===== src/hdl/ckwc_pkg.sv =====
// ----------------------------------------------------------------------------
// ckwc_pkg
// shared types, constants and keyword table of the c source keyword counter
// ----------------------------------------------------------------------------
package ckwc_pkg;

    // fixed widths of the result fields
    localparam int KIND_W    = 2;
    localparam int OUT_IDX_W = 4;
    localparam int OUT_CNT_W = 16;
    localparam int OUT_LEN_W = 7;
    localparam int KW_SLOTS  = 16;

    // result kinds
    localparam logic [KIND_W-1:0] KIND_WORD   = 2'd0;
    localparam logic [KIND_W-1:0] KIND_REPORT = 2'd1;
    localparam logic [KIND_W-1:0] KIND_END    = 2'd2;

    // characters the lexer looks for
    localparam logic [7:0] CH_SLASH   = 8'h2f;
    localparam logic [7:0] CH_STAR    = 8'h2a;
    localparam logic [7:0] CH_QUOTE   = 8'h22;
    localparam logic [7:0] CH_HASH    = 8'h23;
    localparam logic [7:0] CH_NEWLINE = 8'h0a;
    localparam logic [7:0] CH_UNDER   = 8'h5f;

    // lexer modes, one-hot
    typedef enum logic [6:0] {
        MODE_NORMAL = 7'b0000001,
        MODE_SLASH  = 7'b0000010,
        MODE_LINE   = 7'b0000100,
        MODE_BLOCK  = 7'b0001000,
        MODE_STAR   = 7'b0010000,
        MODE_STRING = 7'b0100000,
        MODE_HASH   = 7'b1000000
    } lex_mode_t;

    // identifier that ended in the current transaction
    typedef struct packed {
        logic                 done;
        logic                 hit;
        logic [OUT_IDX_W-1:0] idx;
        logic [OUT_LEN_W-1:0] len;
    } word_info_t;

    // keyword text, first character in the highest used byte
    function automatic logic [63:0] kw_word(input logic [3:0] k);
        logic [63:0] w;
        case (k)
            4'd0:    w = 64'("auto");
            4'd1:    w = 64'("break");
            4'd2:    w = 64'("case");
            4'd3:    w = 64'("char");
            4'd4:    w = 64'("const");
            4'd5:    w = 64'("continue");
            4'd6:    w = 64'("default");
            4'd7:    w = 64'("unsigned");
            4'd8:    w = 64'("void");
            4'd9:    w = 64'("volatile");
            4'd10:   w = 64'("while");
            default: w = 64'h0;
        endcase
        return w;
    endfunction

    // keyword length, zero for empty slots
    function automatic logic [3:0] kw_len(input logic [3:0] k);
        logic [3:0] l;
        case (k)
            4'd0:    l = 4'd4;
            4'd1:    l = 4'd5;
            4'd2:    l = 4'd4;
            4'd3:    l = 4'd4;
            4'd4:    l = 4'd5;
            4'd5:    l = 4'd8;
            4'd6:    l = 4'd7;
            4'd7:    l = 4'd8;
            4'd8:    l = 4'd4;
            4'd9:    l = 4'd8;
            4'd10:   l = 4'd5;
            default: l = 4'd0;
        endcase
        return l;
    endfunction

    // character of keyword k at position pos, zero past its end
    function automatic logic [7:0] kw_char(input logic [3:0] k, input logic [2:0] pos);
        logic [63:0] w;
        logic [3:0]  l;
        logic [7:0]  ch;
        w  = kw_word(k);
        l  = kw_len(k);
        ch = 8'h00;
        for (int i = 0; i < 8; i++) begin
            if ((4'(i) + {1'b0, pos} + 4'd1) == l) begin
                ch = w[8*i +: 8];
            end
        end
        return ch;
    endfunction

    function automatic logic is_letter(input logic [7:0] c);
        return ((c >= 8'h41) && (c <= 8'h5a)) || ((c >= 8'h61) && (c <= 8'h7a));
    endfunction

    function automatic logic is_digit(input logic [7:0] c);
        return (c >= 8'h30) && (c <= 8'h39);
    endfunction

endpackage


===== src/hdl/ckwc_lexer.sv =====
// ----------------------------------------------------------------------------
// ckwc_lexer
// comment, string and hash-line skipping lexer with keyword candidate narrowing
// ----------------------------------------------------------------------------
module ckwc_lexer
    import ckwc_pkg::*;
#(
    parameter int MAX_WORD     = 100,
    parameter int NUM_KEYWORDS = 11
)
(
    input  logic       clk,
    input  logic       rst_n,
    input  logic       step,
    input  logic [7:0] text_byte,
    input  logic       end_of_text,
    output word_info_t word
);

    localparam int LEN_W = $clog2(MAX_WORD);

    lex_mode_t               mode_reg, mode_next;
    logic [LEN_W-1:0]        len_reg, len_next;
    logic [NUM_KEYWORDS-1:0] cand_reg, cand_next;
    logic                    swl_reg, swl_next;

    logic [LEN_W-1:0]        fin_len;
    logic [NUM_KEYWORDS-1:0] fin_cand;
    logic                    fin_swl;
    logic                    done;
    logic                    restart;
    logic [LEN_W-1:0]        len_inc;
    logic [NUM_KEYWORDS-1:0] grow_cand;
    logic [NUM_KEYWORDS-1:0] start_mask;
    logic                    ident_ch;
    logic                    hit;
    logic [OUT_IDX_W-1:0]    hit_idx;

    // keywords whose character at pos equals c
    function automatic logic [NUM_KEYWORDS-1:0] match_mask(input logic [7:0] c,
                                                           input logic [LEN_W-1:0] pos);
        logic [NUM_KEYWORDS-1:0] m;
        logic                    near;
        near = (pos < LEN_W'(8));
        for (int k = 0; k < NUM_KEYWORDS; k++) begin
            m[k] = near && ({1'b0, pos[2:0]} < kw_len(4'(k)))
                   && (kw_char(4'(k), pos[2:0]) == c);
        end
        return m;
    endfunction

    assign ident_ch   = is_letter(text_byte) || is_digit(text_byte) || (text_byte == CH_UNDER);
    assign len_inc    = len_reg + 1'b1;
    assign grow_cand  = cand_reg & match_mask(text_byte, len_reg);
    assign start_mask = match_mask(text_byte, '0);

    // next lexer state and the word that ends here
    always_comb
    begin
        mode_next = mode_reg;
        len_next  = len_reg;
        cand_next = cand_reg;
        swl_next  = swl_reg;
        fin_len   = len_reg;
        fin_cand  = cand_reg;
        fin_swl   = swl_reg;
        done      = 1'b0;
        restart   = 1'b0;
        if (end_of_text)
        begin
            done      = (len_reg != '0);
            mode_next = MODE_NORMAL;
            len_next  = '0;
            cand_next = '1;
            swl_next  = 1'b0;
        end
        else if (len_reg != '0)
        begin
            if (ident_ch)
            begin
                fin_cand = grow_cand;
                fin_len  = len_inc;
                if (len_inc == LEN_W'(MAX_WORD - 1))
                begin
                    // word limit reached, report and start afresh
                    done      = 1'b1;
                    len_next  = '0;
                    cand_next = '1;
                    swl_next  = 1'b0;
                end
                else
                begin
                    len_next  = len_inc;
                    cand_next = grow_cand;
                end
            end
            else
            begin
                done      = 1'b1;
                len_next  = '0;
                cand_next = '1;
                swl_next  = 1'b0;
                restart   = 1'b1;
            end
        end
        else
        begin
            case (mode_reg)
                MODE_SLASH:
                begin
                    if (text_byte == CH_SLASH)
                        mode_next = MODE_LINE;
                    else if (text_byte == CH_STAR)
                        mode_next = MODE_BLOCK;
                    else
                        restart = 1'b1;
                end
                MODE_LINE, MODE_HASH:
                begin
                    if (text_byte == CH_NEWLINE)
                        mode_next = MODE_NORMAL;
                end
                MODE_BLOCK:
                begin
                    if (text_byte == CH_STAR)
                        mode_next = MODE_STAR;
                end
                MODE_STAR:
                begin
                    // a run of stars stays here until a slash closes the comment
                    if (text_byte == CH_SLASH)
                        mode_next = MODE_NORMAL;
                    else if (text_byte != CH_STAR)
                        mode_next = MODE_BLOCK;
                end
                MODE_STRING:
                begin
                    if (text_byte == CH_QUOTE)
                        mode_next = MODE_NORMAL;
                end
                default:
                begin
                    restart = 1'b1;
                end
            endcase
        end

        // byte lexed as normal text
        if (restart)
        begin
            if (text_byte == CH_SLASH)
                mode_next = MODE_SLASH;
            else if (text_byte == CH_QUOTE)
                mode_next = MODE_STRING;
            else if (text_byte == CH_HASH)
                mode_next = MODE_HASH;
            else
                mode_next = MODE_NORMAL;
            if (is_letter(text_byte) || (text_byte == CH_UNDER))
            begin
                cand_next = start_mask;
                swl_next  = is_letter(text_byte);
                len_next  = LEN_W'(1);
            end
        end
    end

    // keyword match, lowest index wins
    always_comb
    begin
        hit     = 1'b0;
        hit_idx = '0;
        for (int i = NUM_KEYWORDS - 1; i >= 0; i--) begin
            if (fin_swl && fin_cand[i] && (fin_len == LEN_W'(kw_len(4'(i))))) begin
                hit     = 1'b1;
                hit_idx = OUT_IDX_W'(i);
            end
        end
    end

    assign word.done = done;
    assign word.hit  = hit;
    assign word.idx  = hit_idx;
    assign word.len  = OUT_LEN_W'(fin_len);

    // lexer state registers
    always_ff @(posedge clk or negedge rst_n)
    begin
        if (!rst_n)
        begin
            mode_reg <= MODE_NORMAL;
            len_reg  <= '0;
            cand_reg <= '1;
            swl_reg  <= 1'b0;
        end
        else if (step)
        begin
            mode_reg <= mode_next;
            len_reg  <= len_next;
            cand_reg <= cand_next;
            swl_reg  <= swl_next;
        end
    end

endmodule


===== src/hdl/ckwc_tally_mem.sv =====
// ----------------------------------------------------------------------------
// ckwc_tally_mem
// keyword count store, one write and one registered read port
// ----------------------------------------------------------------------------
module ckwc_tally_mem
#(
    parameter int DEPTH = 11,
    parameter int WIDTH = 16
)
(
    input  logic                                   clk,
    input  logic                                   rd_en,
    input  logic [((DEPTH > 1) ? $clog2(DEPTH) : 1)-1:0] rd_addr,
    output logic [WIDTH-1:0]                       rd_data,
    input  logic                                   wr_en,
    input  logic [((DEPTH > 1) ? $clog2(DEPTH) : 1)-1:0] wr_addr,
    input  logic [WIDTH-1:0]                       wr_data
);

    logic [WIDTH-1:0] mem [DEPTH];
    logic [WIDTH-1:0] rd_data_reg;

    // write port
    always_ff @(posedge clk)
    begin
        if (wr_en)
            mem[wr_addr] <= wr_data;
    end

    // read port, new data forwarded on a same-address write
    always_ff @(posedge clk)
    begin
        if (rd_en)
        begin
            if (wr_en && (wr_addr == rd_addr))
                rd_data_reg <= wr_data;
            else
                rd_data_reg <= mem[rd_addr];
        end
    end

    assign rd_data = rd_data_reg;

endmodule


===== src/hdl/c_source_keyword_counter_core.sv =====
// ----------------------------------------------------------------------------
// c_source_keyword_counter_core
// c source identifier finder with saturating keyword counts
// ----------------------------------------------------------------------------
// channel | dir | tdata (low bit up)                         | tuser       | tlast
// s_      | in  | text_byte[7:0]                             | -           | end_of_text
// m_      | out | hit, index[3:0], count[15:0], length[6:0]  | result_kind | last_result
//
// a byte that ends no identifier leaves the sequencer idle; one that ends an
// identifier goes through the read and write-back of the tally memory
// an end-of-text transaction, after the lookup when it also ends an identifier,
// sweeps one memory entry per cycle, a nonzero one only while the output is free, then the end marker
// no tally clearing pass: reset and the end marker clear the per-entry valid bits
// a stalled output holds the sequencer wherever a result waits to be loaded; no new
// input is taken until the current transaction's results are all in the output register
// ----------------------------------------------------------------------------
module c_source_keyword_counter_core
    import ckwc_pkg::*;
#(
    parameter int MAX_WORD     = 100,
    parameter int NUM_KEYWORDS = 11,
    parameter int COUNT_WIDTH  = 16
)
(
    input  logic        clk,
    input  logic        rst_n,
    input  logic        s_tvalid,
    output logic        s_tready,
    input  logic [7:0]  s_tdata,   // text_byte
    input  logic        s_tlast,   // end_of_text
    output logic        m_tvalid,
    input  logic        m_tready,
    output logic [31:0] m_tdata,   // keyword_hit, keyword_index, keyword_count, word_length
    output logic [1:0]  m_tuser,   // result_kind
    output logic        m_tlast    // last_result
);

    localparam int ADDR_W = (NUM_KEYWORDS > 1) ? $clog2(NUM_KEYWORDS) : 1;

    typedef enum logic [3:0] {
        ST_IDLE   = 4'b0001,
        ST_LOOKUP = 4'b0010,
        ST_SWEEP  = 4'b0100,
        ST_FINAL  = 4'b1000
    } ctrl_state_t;

    ctrl_state_t             state_reg, state_next;
    logic                    word_hit_reg, word_hit_next;
    logic [OUT_IDX_W-1:0]    word_idx_reg, word_idx_next;
    logic [OUT_LEN_W-1:0]    word_len_reg, word_len_next;
    logic                    eot_pend_reg, eot_pend_next;
    logic [OUT_IDX_W-1:0]    sweep_reg, sweep_next;
    logic [NUM_KEYWORDS-1:0] tally_valid_reg, tally_valid_next;

    logic                    m_tvalid_reg, m_tvalid_next;
    logic [KIND_W-1:0]       kind_reg, kind_next;
    logic                    hit_reg, hit_next;
    logic [OUT_IDX_W-1:0]    idx_reg, idx_next;
    logic [OUT_CNT_W-1:0]    cnt_reg, cnt_next;
    logic [OUT_LEN_W-1:0]    len_reg, len_next;
    logic                    last_reg, last_next;

    word_info_t              word;
    logic                    accept;
    logic                    out_free;
    logic                    rd_en;
    logic [ADDR_W-1:0]       rd_addr;
    logic [COUNT_WIDTH-1:0]  rd_data;
    logic                    wr_en;
    logic [COUNT_WIDTH-1:0]  wr_data;
    logic [ADDR_W-1:0]       word_addr;
    logic [ADDR_W-1:0]       sweep_addr;
    logic [COUNT_WIDTH-1:0]  word_cur;
    logic [COUNT_WIDTH-1:0]  word_inc;
    logic [COUNT_WIDTH-1:0]  sweep_cur;

    assign s_tready = (state_reg == ST_IDLE);
    assign accept   = s_tvalid && s_tready;
    assign out_free = !m_tvalid_reg || m_tready;

    ckwc_lexer #(
        .MAX_WORD     (MAX_WORD),
        .NUM_KEYWORDS (NUM_KEYWORDS)
    ) u_lexer (
        .clk         (clk),
        .rst_n       (rst_n),
        .step        (accept),
        .text_byte   (s_tdata),
        .end_of_text (s_tlast),
        .word        (word)
    );

    ckwc_tally_mem #(
        .DEPTH (NUM_KEYWORDS),
        .WIDTH (COUNT_WIDTH)
    ) u_tally (
        .clk     (clk),
        .rd_en   (rd_en),
        .rd_addr (rd_addr),
        .rd_data (rd_data),
        .wr_en   (wr_en),
        .wr_addr (word_addr),
        .wr_data (wr_data)
    );

    // count read back, entries never written since clearing read as zero
    assign word_addr  = word_idx_reg[ADDR_W-1:0];
    assign sweep_addr = sweep_reg[ADDR_W-1:0];
    assign word_cur   = tally_valid_reg[word_addr] ? rd_data : '0;
    assign word_inc   = (&word_cur) ? word_cur : (word_cur + 1'b1);
    assign sweep_cur  = tally_valid_reg[sweep_addr] ? rd_data : '0;
    assign wr_data    = word_inc;

    // sequencer: lookup and write-back, count sweep, end marker
    always_comb
    begin
        state_next       = state_reg;
        word_hit_next    = word_hit_reg;
        word_idx_next    = word_idx_reg;
        word_len_next    = word_len_reg;
        eot_pend_next    = eot_pend_reg;
        sweep_next       = sweep_reg;
        tally_valid_next = tally_valid_reg;
        m_tvalid_next    = m_tvalid_reg && !m_tready;
        kind_next        = kind_reg;
        hit_next         = hit_reg;
        idx_next         = idx_reg;
        cnt_next         = cnt_reg;
        len_next         = len_reg;
        last_next        = last_reg;
        rd_en            = 1'b0;
        rd_addr          = '0;
        wr_en            = 1'b0;
        case (state_reg)
            ST_IDLE:
            begin
                if (accept)
                begin
                    eot_pend_next = s_tlast;
                    if (word.done)
                    begin
                        word_hit_next = word.hit;
                        word_idx_next = word.idx;
                        word_len_next = word.len;
                        rd_en         = 1'b1;
                        rd_addr       = word.idx[ADDR_W-1:0];
                        state_next    = ST_LOOKUP;
                    end
                    else if (s_tlast)
                    begin
                        sweep_next = '0;
                        rd_en      = 1'b1;
                        state_next = ST_SWEEP;
                    end
                end
            end
            ST_LOOKUP:
            begin
                if (out_free)
                begin
                    wr_en         = word_hit_reg;
                    if (word_hit_reg)
                        tally_valid_next[word_addr] = 1'b1;
                    m_tvalid_next = 1'b1;
                    kind_next     = KIND_WORD;
                    hit_next      = word_hit_reg;
                    idx_next      = word_idx_reg;
                    cnt_next      = word_hit_reg ? OUT_CNT_W'(word_inc) : '0;
                    len_next      = word_len_reg;
                    last_next     = !eot_pend_reg;
                    if (eot_pend_reg)
                    begin
                        // first sweep read, forwarded if it hits the entry just written
                        sweep_next = '0;
                        rd_en      = 1'b1;
                        state_next = ST_SWEEP;
                    end
                    else
                        state_next = ST_IDLE;
                end
            end
            ST_SWEEP:
            begin
                if ((sweep_cur == '0) || out_free)
                begin
                    if (sweep_cur != '0)
                    begin
                        m_tvalid_next = 1'b1;
                        kind_next     = KIND_REPORT;
                        hit_next      = 1'b0;
                        idx_next      = sweep_reg;
                        cnt_next      = OUT_CNT_W'(sweep_cur);
                        len_next      = '0;
                        last_next     = 1'b0;
                    end
                    if (sweep_reg == OUT_IDX_W'(NUM_KEYWORDS - 1))
                        state_next = ST_FINAL;
                    else
                    begin
                        sweep_next = sweep_reg + 1'b1;
                        rd_en      = 1'b1;
                        rd_addr    = sweep_next[ADDR_W-1:0];
                    end
                end
            end
            ST_FINAL:
            begin
                if (out_free)
                begin
                    m_tvalid_next    = 1'b1;
                    kind_next        = KIND_END;
                    hit_next         = 1'b0;
                    idx_next         = '0;
                    cnt_next         = '0;
                    len_next         = '0;
                    last_next        = 1'b1;
                    tally_valid_next = '0;
                    state_next       = ST_IDLE;
                end
            end
            default:
            begin
                state_next = ST_IDLE;
            end
        endcase
    end

    // control registers
    always_ff @(posedge clk or negedge rst_n)
    begin
        if (!rst_n)
        begin
            state_reg       <= ST_IDLE;
            eot_pend_reg    <= 1'b0;
            sweep_reg       <= '0;
            tally_valid_reg <= '0;
            m_tvalid_reg    <= 1'b0;
        end
        else
        begin
            state_reg       <= state_next;
            eot_pend_reg    <= eot_pend_next;
            sweep_reg       <= sweep_next;
            tally_valid_reg <= tally_valid_next;
            m_tvalid_reg    <= m_tvalid_next;
        end
    end

    // payload registers
    always_ff @(posedge clk)
    begin
        word_hit_reg <= word_hit_next;
        word_idx_reg <= word_idx_next;
        word_len_reg <= word_len_next;
        kind_reg     <= kind_next;
        hit_reg      <= hit_next;
        idx_reg      <= idx_next;
        cnt_reg      <= cnt_next;
        len_reg      <= len_next;
        last_reg     <= last_next;
    end

    assign m_tvalid = m_tvalid_reg;
    assign m_tdata  = {4'b0000, len_reg, cnt_reg, idx_reg, hit_reg};
    assign m_tuser  = kind_reg;
    assign m_tlast  = last_reg;

    // sweep index stays inside the store
    assert property (@(posedge clk) disable iff (!rst_n)
        (state_reg == ST_SWEEP) |-> (sweep_reg <= OUT_IDX_W'(NUM_KEYWORDS - 1)))
        else $error("sweep index beyond keyword store");

    // counts are cleared once the end marker is loaded
    assert property (@(posedge clk) disable iff (!rst_n)
        ((state_reg == ST_FINAL) && out_free) |=> (tally_valid_reg == '0))
        else $error("keyword counts not cleared after end marker");

    // end marker is always the final, empty result
    assert property (@(posedge clk) disable iff (!rst_n)
        (m_tvalid && (m_tuser == KIND_END)) |-> (m_tlast && (m_tdata == '0)))
        else $error("malformed end marker");

    // report entries are never final and carry no hit or length
    assert property (@(posedge clk) disable iff (!rst_n)
        (m_tvalid && (m_tuser == KIND_REPORT)) |-> (!m_tlast && !m_tdata[0]
                                                    && (m_tdata[27:21] == '0)))
        else $error("malformed report entry");

    // an ended identifier always goes through the tally lookup
    assert property (@(posedge clk) disable iff (!rst_n)
        (accept && word.done) |=> (state_reg == ST_LOOKUP))
        else $error("ended identifier skipped the lookup");

endmodule

===== config.mk =====
export PLATFORM = sky130hd
export DESIGN_NAME = c_source_keyword_counter_core
export DESIGN_NICKNAME = d
export VERILOG_FILES = /design/src/hdl/ckwc_pkg.sv /design/src/hdl/ckwc_lexer.sv /design/src/hdl/ckwc_tally_mem.sv /design/src/hdl/c_source_keyword_counter_core.sv
export SDC_FILE = /design/constraint.sdc
export NUM_CORES = 1
export LEC_CHECK = 0
export BUFFER_PORTS_ARGS = -buffer_cell sky130_fd_sc_hd__buf_4
export CAP_MARGIN = 20
export CORE_UTILIZATION = 47
export DETAILED_ROUTE_END_ITERATION = 8
export GPL_ROUTABILITY_DRIVEN = 0
export PLACE_DENSITY = 0.65
export REMOVE_ABC_BUFFERS = 1
export SETUP_SLACK_MARGIN = 0.02
export SLEW_MARGIN = 20
export SYNTH_ARGS = -nofsm -noshare
export SYNTH_HDL_FRONTEND = slang
export SYNTH_SLANG_ARGS = --single-unit

===== constraint.sdc =====
create_clock -name clk -period 4.7 [get_ports clk]
set_input_delay 0.705 -clock clk [delete_from_list [all_inputs] [get_ports clk]]
set_output_delay 0.705 -clock clk [all_outputs]
set_load 0.02 [all_outputs]

Word-level counts from Yosys, hierarchy flattened
Memories as Yosys holds them, arrays and structs flattened. A register that Yosys moved wholly into a read port is not among the register bits.
Index checks and enable logic that the tools add are counted.
Widths: inputs -> output; s select.
Storage, ports and cells
  bits of input ports: 13
  output and inout port bits: 37
  memories: 1
  logic and storage cells: 441
  register bits: 90
  RAM bits: 176
Memories
  u_tally.mem: words 11, width 16, rd ports 1, clocked after memory_dff 1, write ports 1, RTL line ckwc_tally_mem.sv:20  | logic [WIDTH-1:0] mem [DEPTH];
Operators by class
  $lt $le $gt $ge: 14
  reduce and logical (&&, ||, !) cells: 71
  eq/ne operators: 91
  bitwise operators: 2
  multiplexer cells: 227
  add/subtract/negate cells: 17
Operator list (count)
  $mux 8: 75
  $mux 7: 38
  $mux 11: 12
  $mux 4: 33
  $mux 16: 8
  $eq 4x3->1 const B: 25
  $eq 8x8->1: 11
  $eq 7x8->1 const A: 7
  $pmux 16 s3: 1
  $logic_and 1x1->1: 43
  $eq 4x4->1 const B: 10
  $mux 1: 39
  $pmux 7 s5: 1
  $add 4x1->4 const B: 8
  $eq 8x6->1 const B: 4
  $eq 7x3->1 const B: 4
  $pmux 4 s3: 2
  $pmux 11 s2: 1
  $pmux 7 s3: 1
  $ne 2x2->1 const B: 9
  $add 16x1->16 const B: 1
  $add 3x3->4 const A: 4
  $ge 8x7->1 const B: 2
  $le 8x7->1 const B: 2
  53 further kinds: 81

Longest topological paths before layout
  word-level depth: 32
  mapped depth: 21

Modules after synthesis
A second synthesis with hierarchy kept.
Second synthesis, totals
  cell total of the unflattened synthesis: 1338
  area, all modules: 15521.1 um^2
By module, submodules not included
  ckwc_tally_mem: area an instance 7427.1 um^2, cells each 352, times used 1, sequential area each 5765.5 um^2
  ckwc_lexer: area an instance 4302.9 um^2, cells each 622, times used 1, sequential area each 665.6 um^2
  c_source_keyword_counter_core: area an instance 3791.1 um^2, cells each 364, times used 1, sequential area each 1818.0 um^2

Worst setup path after synthesis
Ideal clock, no wire load.
  path type: register to register
  start point: reg u_lexer.len_reg[2]
  end point: reg u_tally.rd_data_reg[10], in the netlist u_tally.rd_data[10] (read register of u_tally.mem) (data pin)
  arrival time: 4.571 ns
  period minus slack after synthesis: 4.836 ns
  cell stages (with the launch flop): 18
  required time: 4.435 ns
  path slack: -0.136 ns
  path through: dfrtp_1 > buf_4 > inv_1 > clkbuf_1 > ha_1 > a21oi_1 > nand3_1 > or4_1 > a211o_1 > a221oi_2 > o2111ai_1 > o32ai_4 > nor2_4 > o21ai_4 > buf_2 > mux2_2 > o211ai_1 > a31oi_1
On the way
  cells in the longest elaborated chain, start to end: 32
  elaborated cells on any way between the ends: 221
  those cells by class: 15 x add/sub; 5 x order compare; 48 x eq/ne; 114 x mux; 1 x bitwise; 38 x reduce/logical
Ends and longest elaborated chain
  start, declared: RTL line ckwc_lexer.sv:23  | logic [LEN_W-1:0] len_reg, len_next;
  start signal, assigned: RTL line ckwc_lexer.sv:199  | len_reg <= len_next;
  $add 1x3->4: RTL line ckwc_pkg.sv:95  | if ((4'(i) + {1'b0, pos} + 4'd1) == l) begin
  $add 4x1->4 / $eq 4x3->1 (equally long branches): RTL line ckwc_pkg.sv:95
  $eq 4x3->1 / $mux 7 (equally long branches): RTL line ckwc_pkg.sv:95
  $mux 8 (7 in series): RTL line ckwc_pkg.sv:95
  $eq 8x8->1: RTL line ckwc_lexer.sv:47  | && (kw_char(4'(k), pos[2:0]) == c);
  $logic_and 1x1->1: RTL line ckwc_lexer.sv:47
  $and 11x11->11: RTL line ckwc_lexer.sv:54  | assign grow_cand = cand_reg & match_mask(text_byte, len_reg);
  $mux 11: RTL line ckwc_lexer.sv:79  | if (ident_ch)
  $mux 11: RTL line ckwc_lexer.sv:77  | else if (len_reg != '0)
  $mux 11: RTL line ckwc_lexer.sv:69  | if (end_of_text)
  $logic_and 1x1->1 (2 in series): RTL line ckwc_lexer.sv:174  | if (fin_swl && fin_cand[i] && (fin_len == LEN_W'(kw_len(4'(i))))) begin
  $mux 4 (11 in series): RTL line ckwc_lexer.sv:174
  $mux 4: RTL line c_source_keyword_counter_core.sv:140  | if (word.done)
  $mux 4: RTL line c_source_keyword_counter_core.sv:137  | if (accept)
  $pmux 4 s2: RTL line c_source_keyword_counter_core.sv:134  | case (state_reg)
  end, declared: RTL line ckwc_tally_mem.sv:21  | logic [WIDTH-1:0] rd_data_reg;
Several ways; a longest one is shown, not always the timed one.
A chain may end at the register's enable or synchronous reset.

Worst setup path after layout
  start point: reg u_lexer.len_reg[0]
  end point: reg u_tally.rd_data_reg[9], in the netlist u_tally.rd_data[9] (read register of u_tally.mem) (data pin)
Same word-level chain as after synthesis.

==> metrics.txt <==
die area 0.0348 sq mm; Crit Path Max Fanout 26; post-route ant nets 0; ys flop type edfxtp_1; final worst slack 0.129 ns; synth unique cells 106; Util after Layout 56.7%; Worst Reg-to-Reg Cells 17; WL final 44600 um; Multi-input gate area 0.00741 sq mm; largest net degree at the start of global routing 48; clock-pin slew on the worst setup and hold paths 0.07 ns; Final Hold Fails 0; ant diodes 0; Seq/Total Area, Yosys 51.5%; critical path's most frequent cell buf_4; Worst Setup End Kind flop; Critical Path Slowest Stage Cell nor3b_1; Power Dens Cells 445 mW/mm^2; CTS tree done; first-pass GRT wire length 70500 um; Vias 13200; critical path startpoint category flop; Synth Warn # 0; reg2reg end u_tally.rd_data[9]; crit path launch u_lexer.len_reg[0]; DRT iter0 DRCs 1425; status completed; Least-Margin Pin Slew 1.11 ns; Buf/Inv on CP 5; # hold bufs at CTS 0; non-filler instance count after layout 2107; Max-slew headroom 25.7%; cell area after synthesis 0.0160 sq mm; Yosys top cell by area edfxtp_1; total track usage 25.2%; CP Data Required Time 5.01 ns; Final Skew 0.0386 ns; top post-synthesis cells by area edfxtp_1 44%, dfrtp_1 5.3%, o21ai_0 2.9%; CTS sink count 282; Rows 67; crit path cell chain buf_4, buf_4, ha_2, inv_1, o31ai_1, o211ai_1, a32oi_1, a211o_1, buf_4, a211o_1, o31ai_2, nor3b_1, a41o_1, buf_12, and3_1, a311oi_1, o32a_1; Static Leak 6.69 nW; area fraction of the dominant cell type after synthesis 44.0%; drt pass-1 iters 7; asr flop ratio synth 16.7%; Die H 187 um; I/O pin total 50; fillers 2870; Reg-to-Reg Start u_lexer.len_reg[0]; Area growth syn-to-layout 18.7%; number of synthesized register bits 282; Core ar. 0.0335 sq mm; CTS Buf Count 29; Skew-Pair Late Insertion Delay 0.56 ns; slack of the worst reg-to-reg path 0.13 ns; family with the most delay on the worst path compound AO/OA/AOI/OAI gates; dpl ws -0.0205 ns; Avg WL per Cell 21.2 um; placed insts 2052; count leader, synth edfxtp_1; number of global-route vias before repair 12600; final setup violating endpoints 0; Initial Utilization 47.8%; nets@finish 1670; CP Data Arrival Time 4.88 ns; minimum clock period 4.57 ns; Port Buf Inserts 45; grt ovf 0; sequential cell area 0.00825 sq mm; VDD IR max 0.285 mV; worst-case clock buffer depth 3; Slew Limit Fails 0; max_cap viols 0; share of layout cells above drive strength 1 23.5%; Post-DP HPWL 32300 um; initial antenna violation count 1; Hold Crit Class input port to async pin; max incr delay on CP 0.41 ns; H-tree levels 1; hold slack 0.156 ns; EDFF count, synth 235; die width 187 um; DR DRC count 0; Avg Cell Area, Syn 10.7 sq um; Final Power 8.46 mW; Post-synth top cells 235 x edfxtp_1, 122 x nand2_1, 102 x nor2_1; kind of critical path flop to flop; period utilization 97.3%; root buffer cell clkbuf_16; Cells after Synth 1501; max FFs per register 176; RSZ-0062 raised after global routing true; Via density 6.25; Fmax 219 MHz
==> per-stage QoR <==
step	setup TNS [ns]	area [sq um]
after floorplan	-23.36	15500
after global placement	0	17800
after detailed placement	-0.0578	17800
after CTS	0	18700
after global routing	-0.0642	19000
final	0	19000
==> timing repair <==
action,CTS,global route
buffers inserted,0,1
hold endpoints to repair,0,0
pin swaps,0,6
gates resized for setup,3,57
endpoints found under the setup margin,8,56
cloned,0,1
==> worst reg2reg max path: stages (launching register included) <==
cell      delay (ns)
dfrtp_1         0.36
buf_4           0.11
buf_4           0.31
ha_2            0.40
inv_1           0.14
o31ai_1         0.32
o211ai_1        0.20
a32oi_1         0.28
a211o_1         0.21
buf_4           0.14
a211o_1         0.19
o31ai_2         0.13
nor3b_1         0.41
a41o_1          0.32
buf_12          0.15
and3_1          0.19
a311oi_1        0.07
o32a_1          0.38
==> logic make-up after synthesis <==
| group | after synthesis | share of synthesized area (%) |
|---|---|---|
| AOI/OAI and AO/OA | 453 | 20.4 |
| xor gates and xnor gates | 42 | 2.41 |
| adders and majority gates | 20 | 1.56 |
| buffers and inverters | 146 | 4.06 |
| DFF | 282 | 51.5 |
| muxes | 53 | 3.78 |
| other | 1 | 0.0234 |
| and+or+nand+nor | 504 | 16.3 |
==> placed cells by master (no fill, tap or decap), types with 15 or more instances in the layout <==
cell / count
o21ai_0: 89
dfrtp_1: 34
nand4_1: 33
a21oi_1: 49
and2_1: 18
clkbuf_16: 30
mux2i_1: 29
a211o_1: 18
edfxtp_1: 235
nand3_1: 56
a21o_1: 18
nand2_1: 121
mux2_2: 19
and3_1: 15
xnor2_1: 23
inv_1: 33
nor3_1: 25
nor4_1: 17
buf_4: 194
o211ai_1: 42
a31oi_1: 39
a211oi_1: 31
nor2_1: 98
o211a_1: 17
nand2b_1: 18
a22o_1: 20
==> layout make-up <==
| class | instances | area share [%] |
|---|---|---|
| multi-input combinational | 1076 | 39.0 |
| sequential | 282 | 43.4 |
| clock buffer | 31 | 3.86 |
| timing repair buffer | 209 | 9.08 |
| inverter | 39 | 0.783 |
| clock inverter | 22 | 0.948 |
| tap | 448 | 2.95 |
==> routing by layer <==
layer | share of wire, % | vias up | track usage [%]
met1 | 43 | 6429 | 34.6
met5 | 0.029 | - | 0
met4 | 3.7 | 2 | 9.30
met2 | 47 | 565 | 40.7
met3 | 6.7 | 119 | 3.55
li1 | - | 6057 | -
==> worst max path at each step <==
stage                     slack, ns  cells past startpoint                   to
after global routing          -0.04                     18   u_tally.rd_data[9]
after floorplan               -1.19                     14   u_tally.rd_data[9]
final                          0.13                     17   u_tally.rd_data[9]
after global placement         0.06                     15   u_tally.rd_data[5]
after CTS                      0.04                     16  u_tally.rd_data[14]
after detailed placement      -0.02                     15   u_tally.rd_data[5]
==> report_power, final <==
group	switching [mW]	total (mW)	internal (mW)	leakage, nW
combinational	1.78	2.86	1.08	3.61
sequential	0.231	3.39	3.16	2.65
clock	0.975	2.22	1.24	0.437
total	2.98	8.46	5.48	6.69
No activity file was read; power rests on OpenSTA's default activity.
